==> config.mk <==
export PLATFORM = sky130hd
export DESIGN_NAME = bct_ctrl
export DESIGN_NICKNAME = d
export VERILOG_FILES = /design/src/hdl/bct_pkg.sv /design/src/hdl/bct_ctrl.sv
export SDC_FILE = /design/constraint.sdc
export NUM_CORES = 1
export LEC_CHECK = 0
export BUFFER_PORTS_ARGS = -buffer_cell sky130_fd_sc_hd__buf_2
export CAP_MARGIN = 10
export CORE_AREA = 2 2 39 41
export DETAILED_ROUTE_END_ITERATION = 10
export DIE_AREA = 0 0 41 43
export GPL_ROUTABILITY_DRIVEN = 1
export PLACE_DENSITY_LB_ADDON = 0.2
export SETUP_SLACK_MARGIN = 0.15
export SLEW_MARGIN = 10
export SYNTH_ARGS = -nofsm -noshare
export SYNTH_HDL_FRONTEND = slang
export SYNTH_SLANG_ARGS = --single-unit
==> constraint.sdc <==
create_clock -name clk_i -period 2.7 [get_ports clk_i]
set_clock_uncertainty 0.2 [all_clocks]
set_input_delay 0 -clock clk_i [delete_from_list [all_inputs] [get_ports clk_i]]
set_output_delay 0 -clock clk_i [all_outputs]
set_load 0.05 [all_outputs]
==> src/hdl/bct_pkg.sv <==
// ----------------------------------------------------------------------------
// bct_pkg
// Shared types, codes and defaults of the binary contour bug tracer.
// ----------------------------------------------------------------------------
package bct_pkg;

  // default image size
  localparam int DEF_IMG_WIDTH  = 64;
  localparam int DEF_IMG_HEIGHT = 64;

  // field widths
  localparam int OP_W     = 2;
  localparam int COORD_W  = 6;
  localparam int PIX_W    = 8;
  localparam int STATUS_W = 2;
  localparam int STEP_W   = 20;
  localparam int CFG_W    = 20;
  localparam int CFG_IDX_W = 1;

  // pixel byte that counts as foreground
  localparam logic [PIX_W-1:0] FG_BYTE = 8'd255;

  // configuration reset values
  localparam logic              MODE_RST  = 1'b0;
  localparam logic [STEP_W-1:0] LIMIT_RST = 20'd65535;

  // configuration register indexes
  localparam logic [CFG_IDX_W-1:0] CFG_TRACE_MODE = 1'd0;
  localparam logic [CFG_IDX_W-1:0] CFG_STEP_LIMIT = 1'd1;

  // operation codes
  typedef enum logic [OP_W-1:0] {
    OP_WRITE = 2'd0,
    OP_TRACE = 2'd1,
    OP_READ  = 2'd2
  } op_e;

  // trace status codes
  typedef enum logic [STATUS_W-1:0] {
    ST_OK    = 2'd0,
    ST_EMPTY = 2'd1,
    ST_LIMIT = 2'd2
  } status_e;

  // bug heading, clockwise order
  typedef enum logic [1:0] {
    HEAD_N = 2'd0,
    HEAD_E = 2'd1,
    HEAD_S = 2'd2,
    HEAD_W = 2'd3
  } head_e;

  // controller to datapath commands
  typedef struct packed {
    logic accept;     // input transfer this cycle
    logic scan_init;  // trace accepted: reset sweep and step count
    logic scan_run;   // clear one track entry, read one image entry
    logic bug_init;   // place bug at start position
    logic step_rd;    // read image under the bug
    logic step_ev;    // evaluate pixel, turn, move
  } dp_cmd_t;

  // datapath to controller status
  typedef struct packed {
    logic scan_last;  // sweep issues its last entry
    logic found;      // a foreground pixel was found
    logic at_start;   // step returns to start heading north
    logic at_limit;   // step count reaches the limit
  } dp_stat_t;

endpackage

==> src/hdl/bct_ctrl.sv <==
// ----------------------------------------------------------------------------
// bct_ctrl
// Controller of the tracer: sequences sweep, setup and bug steps.
// ----------------------------------------------------------------------------
module bct_ctrl import bct_pkg::*; (
  input  logic                clk_i,
  input  logic                rst_ni,
  input  logic                start,
  input  logic [OP_W-1:0]     op_i,
  input  dp_stat_t            stat_i,
  output dp_cmd_t             cmd_o,
  output logic                busy,
  output logic                done_o,
  output logic [STATUS_W-1:0] status_o
);

  typedef enum logic [2:0] {
    S_IDLE,
    S_CLEAR,
    S_TAIL,
    S_SETUP,
    S_STEP_RD,
    S_STEP_EV,
    S_FINISH
  } state_e;

  state_e  state_q, state_d;
  status_e status_q, status_d;

  // next state and commands
  always_comb begin
    state_d  = state_q;
    status_d = status_q;
    cmd_o    = '0;
    case (state_q)
      S_IDLE: begin
        cmd_o.accept = start;
        if (start && (op_i == OP_TRACE)) begin
          cmd_o.scan_init = 1'b1;
          state_d         = S_CLEAR;
        end
      end
      S_CLEAR: begin
        cmd_o.scan_run = 1'b1;
        if (stat_i.scan_last) begin
          state_d = S_TAIL;
        end
      end
      S_TAIL: begin
        state_d = S_SETUP;
      end
      S_SETUP: begin
        if (stat_i.found) begin
          cmd_o.bug_init = 1'b1;
          state_d        = S_STEP_RD;
        end else begin
          status_d = ST_EMPTY;
          state_d  = S_FINISH;
        end
      end
      S_STEP_RD: begin
        cmd_o.step_rd = 1'b1;
        state_d       = S_STEP_EV;
      end
      S_STEP_EV: begin
        cmd_o.step_ev = 1'b1;
        if (stat_i.at_start) begin
          status_d = ST_OK;
          state_d  = S_FINISH;
        end else if (stat_i.at_limit) begin
          status_d = ST_LIMIT;
          state_d  = S_FINISH;
        end else begin
          state_d = S_STEP_RD;
        end
      end
      S_FINISH: begin
        state_d = S_IDLE;
      end
      default: begin
        state_d = S_IDLE;
      end
    endcase
  end

  // state and registered status
  always_ff @(posedge clk_i or negedge rst_ni) begin
    if (!rst_ni) begin
      state_q  <= S_IDLE;
      status_q <= ST_OK;
    end else begin
      state_q  <= state_d;
      status_q <= status_d;
    end
  end

  assign busy     = (state_q != S_IDLE);
  assign done_o   = (state_q == S_FINISH);
  assign status_o = (state_q == S_FINISH) ? status_q : ST_OK;

endmodule

==> results.sh <==
export IMPL_run_status="complete, no violations"
export IMPL_most_common_layout_cells="sky130_fd_sc_hd__buf_2 (18), sky130_fd_sc_hd__dlygate4sd3_1 (9), sky130_fd_sc_hd__dfrtp_1 (5)"
export IMPL_route_detailed_vias_per_inst=4.338
export IMPL_grt_util_all_layers_pct=10.99
export IMPL_drt_total_wl_um=790
export IMPL_drv_slew=0
export IMPL_num_rows=14
export IMPL_final_common_cell="sky130_fd_sc_hd__buf_2"
export IMPL_grt_antenna_before_repair=0
export IMPL_grt_pass1_wl_mm=1.304
export IMPL_synth_xor_area_share_pct=0
export IMPL_most_frequently_used_flop_master_after_synthesis="sky130_fd_sc_hd__dfrtp_1"
export IMPL_routed_wire_length_per_instance_um=9.875
export IMPL_die_width_um=41
export IMPL_synth_top_cell_area_share_pct=39.22
export IMPL_areaGrowthSynthToFinish_pct=65.88
export IMPL_max_slew_worst_pin_slew_ps=255.3
export IMPL_report_final_setup_viol=0
export IMPL_min_period_ps=1840
export IMPL_yosys_cell_types_count=21
export IMPL_r2r_setup_slack_ps=860
export IMPL_grt_busiest_layer="met2"
export IMPL_antennaDiodeCount=0
export IMPL_synth_top_cell_by_area="sky130_fd_sc_hd__dfrtp_1"
export IMPL_grt_setup_unrepaired="false"
export IMPL_timing_hold_violations_final=0
export IMPL_critical_path_max_stage_delay_ps=550
export IMPL_core_sq_um=1384
export IMPL_drtPass1Iterations=4
export IMPL_synth_edf_count=0
export IMPL_cts_sink_count=5
export IMPL_timing_max_slew_rel_slack_pct=82.98
export IMPL_max_clock_path_buffers=2
export IMPL_worstPathRequired_ps=2620
export IMPL_grt_util_met2_pct=15.31
export IMPL_netlist_top_cells_area="sky130_fd_sc_hd__dfrtp_1 (39%), sky130_fd_sc_hd__nor2_1 (4.7%), sky130_fd_sc_hd__o21a_1 (4.7%)"
export IMPL_pre_cts_ws_ps=1199
export IMPL_fp_dieH_um=43
export IMPL_starting_density_pct=23.06
export IMPL_post_synth_mux_area_share_pct=3.137
export IMPL_layout_setup_ws_ps=860.2
export IMPL_timing_critical_path_from_type="register"
export IMPL_synthesized_area_fraction_occupied_by_ao_oa_aoi_and_oai_cells_pct=20.78
export IMPL_clock_tree_from_tritoncts="built"
export IMPL_synth_top_family_by_area="simple AND/OR/NAND/NOR gates"
export IMPL_syn_area_sq_um=319.1
export IMPL_postSynthCellCount=35
export IMPL_antenna_violating_nets_post_route=0
export IMPL_syn_area_per_cell_sq_um=9.116
export IMPL_grt_use_met3_pct=5.236
export IMPL_cp_data_arrival_time_ps=1760
export IMPL_total_grt_overflow=0
export IMPL_io_pins=19
export IMPL_timing_rr_start="state_q[1]"
export IMPL_nNetsFinal=74
export IMPL_ys_ff_latch=5
export IMPL_die_area_sq_um=1763
export IMPL_logic_depth_of_the_worst_register_to_register_path=4
export IMPL_routabilityCongestion=0.6659
export IMPL_drt_initial_drc_count=5
export IMPL_yosys_area_share_simple_pct=28.24
export IMPL_type_of_the_worst_setup_path="reg2reg"
export IMPL_setup_tns_ps=0
export IMPL_slowest_stage="sky130_fd_sc_hd__dlygate4sd3_1"
export IMPL_numCtsBuffers=3
export IMPL_met1_track_utilization_from_global_routing_pct=14.33
export IMPL_port_buffers=18
export IMPL_cts_h_tree_lvls=1
export IMPL_critical_path_endpoint="status_q[1]"
export IMPL_worst_setup_path_end_kind="register"
export IMPL_cp_cell_sequence="and3b_1 -> o21ai_2 -> mux2i_1 -> dlygate4sd3_1"
export IMPL_root_driver="sky130_fd_sc_hd__clkbuf_4"
export IMPL_detailroute_via_count=347
export IMPL_first_global_vias=340
export IMPL_finalCritPeriodShare_pct=68.14
export IMPL_drv_cap=0
export IMPL_worstSetupStartpoint="state_q[1]"
export IMPL_synth_warn=0
export IMPL_grt_max_degree=11
export IMPL_total_power_divided_by_cell_area_nw_per_um2=1131
export IMPL_vdd_ir_drop_max_mv=0.4548
export IMPL_cts_clk_slew_worst_paths_ps=40
export IMPL_drc=0
export IMPL_power_static_leakage_nw=0.2768
export IMPL_timing_fmax_mhz=543.6
export IMPL_final_layout_size_suffix_gt1_share_pct=37.50
export IMPL_hp_class="in2out"
export IMPL_worst_skew_pair_late_latency_ps=240
export IMPL_crit_fanout=10
export IMPL_seq_area_frac_synth_pct=39.22
export IMPL_cts_resized=0
export IMPL_net_count_of_the_mapped_netlist=44
export IMPL_async_flop_share_pct=100.0
export IMPL_crit_reg2reg_capture="status_q[1]"
export IMPL_post_synth_fa_ha_maj_area_fraction_pct=0
-- synthesized netlist by cell type (2+ instances only) --
master and instances:
sky130_fd_sc_hd__nand2_1 2, sky130_fd_sc_hd__o21ai_0 2, sky130_fd_sc_hd__and2_1 2, sky130_fd_sc_hd__inv_1 3, sky130_fd_sc_hd__nor2_1 4, sky130_fd_sc_hd__dfrtp_1 5
sky130_fd_sc_hd__nand2b_1 2, sky130_fd_sc_hd__o21a_1 2
-- kinds of logic after synthesis --
| group | Yosys count |
|---|---|
| buffers and inverters | 5 |
| muxes | 1 |
| and+or+nand+nor | 15 |
| DFF | 5 |
| AOI/OAI and AO/OA | 9 |
-- per-stage QoR --
step                std cells  cell area (sq um)  util [%]  hold WS, ps  power (mW)
floorplan                  35              319.1         -       -495.6      0.4208
CTS                        80              529.3     38.25        130.6      0.6033
global route               80              529.3     38.25        146.5      0.6465
finish                     80              529.3     38.25        130.4      0.5983
detailed placement         67              412.9     29.84       -381.4      0.4701
global placement           67              412.9     29.84       -381.3      0.4734
-- timing repair --
| item | 4_1_cts | 5_1_grt |
|---|---|---|
| hold buffers | 9 | 0 |
| endpoints found under the setup margin | 0 | 0 |
| hold endpoints to repair | 9 | 0 |
| setup buffers | 0 | 0 |
-- worst min-delay path by stage --
stage	depth (start not counted)	endpoint	from	slack [ps]
floorplan	0	state_q[0]	rst_ni	-500
global placement	1	status_q[1]	rst_ni	-380
detailed placement	1	status_q[1]	rst_ni	-380
CTS	3	cmd_o[4]	op_i[1]	130
global route	3	cmd_o[4]	op_i[1]	150
finish	3	cmd_o[4]	op_i[1]	130
-- report_power, final --
group          internal [mW]  switching, mW  total [mW]
sequential             0.109         0.0468       0.156
clock                 0.0559         0.0313      0.0872
combinational          0.139          0.217       0.355
-- per-layer routing --
layer	vias to the layer above	part of all wire, %
li1	179	-
met1	151	47
met2	17	43
met3	0	9.5
met4	0	0
met5	-	0
-- critical path: cells and delay by family (launching register included) --
family | cells | cell delay, ps
flops | 1 | 460
simple gates | 1 | 300
mux | 1 | 110
buf+inv | 1 | 550
compound gates | 1 | 90
-- registers in the layout, indices dropped and copies added (netlist names) --
name	flops
state_q	3
status_q	2
-- layout make-up --
cell class,instances,area (sq um)
Fill cell,150,854.6
Timing Repair Buffer,27,180.2
Multi-Input combinational cell,25,166.4
Sequential cell,5,125.1
Clock buffer,4,26.28
Tap cell,16,20.02
Inverter,3,11.26
(Power assumes the default switching activity.)
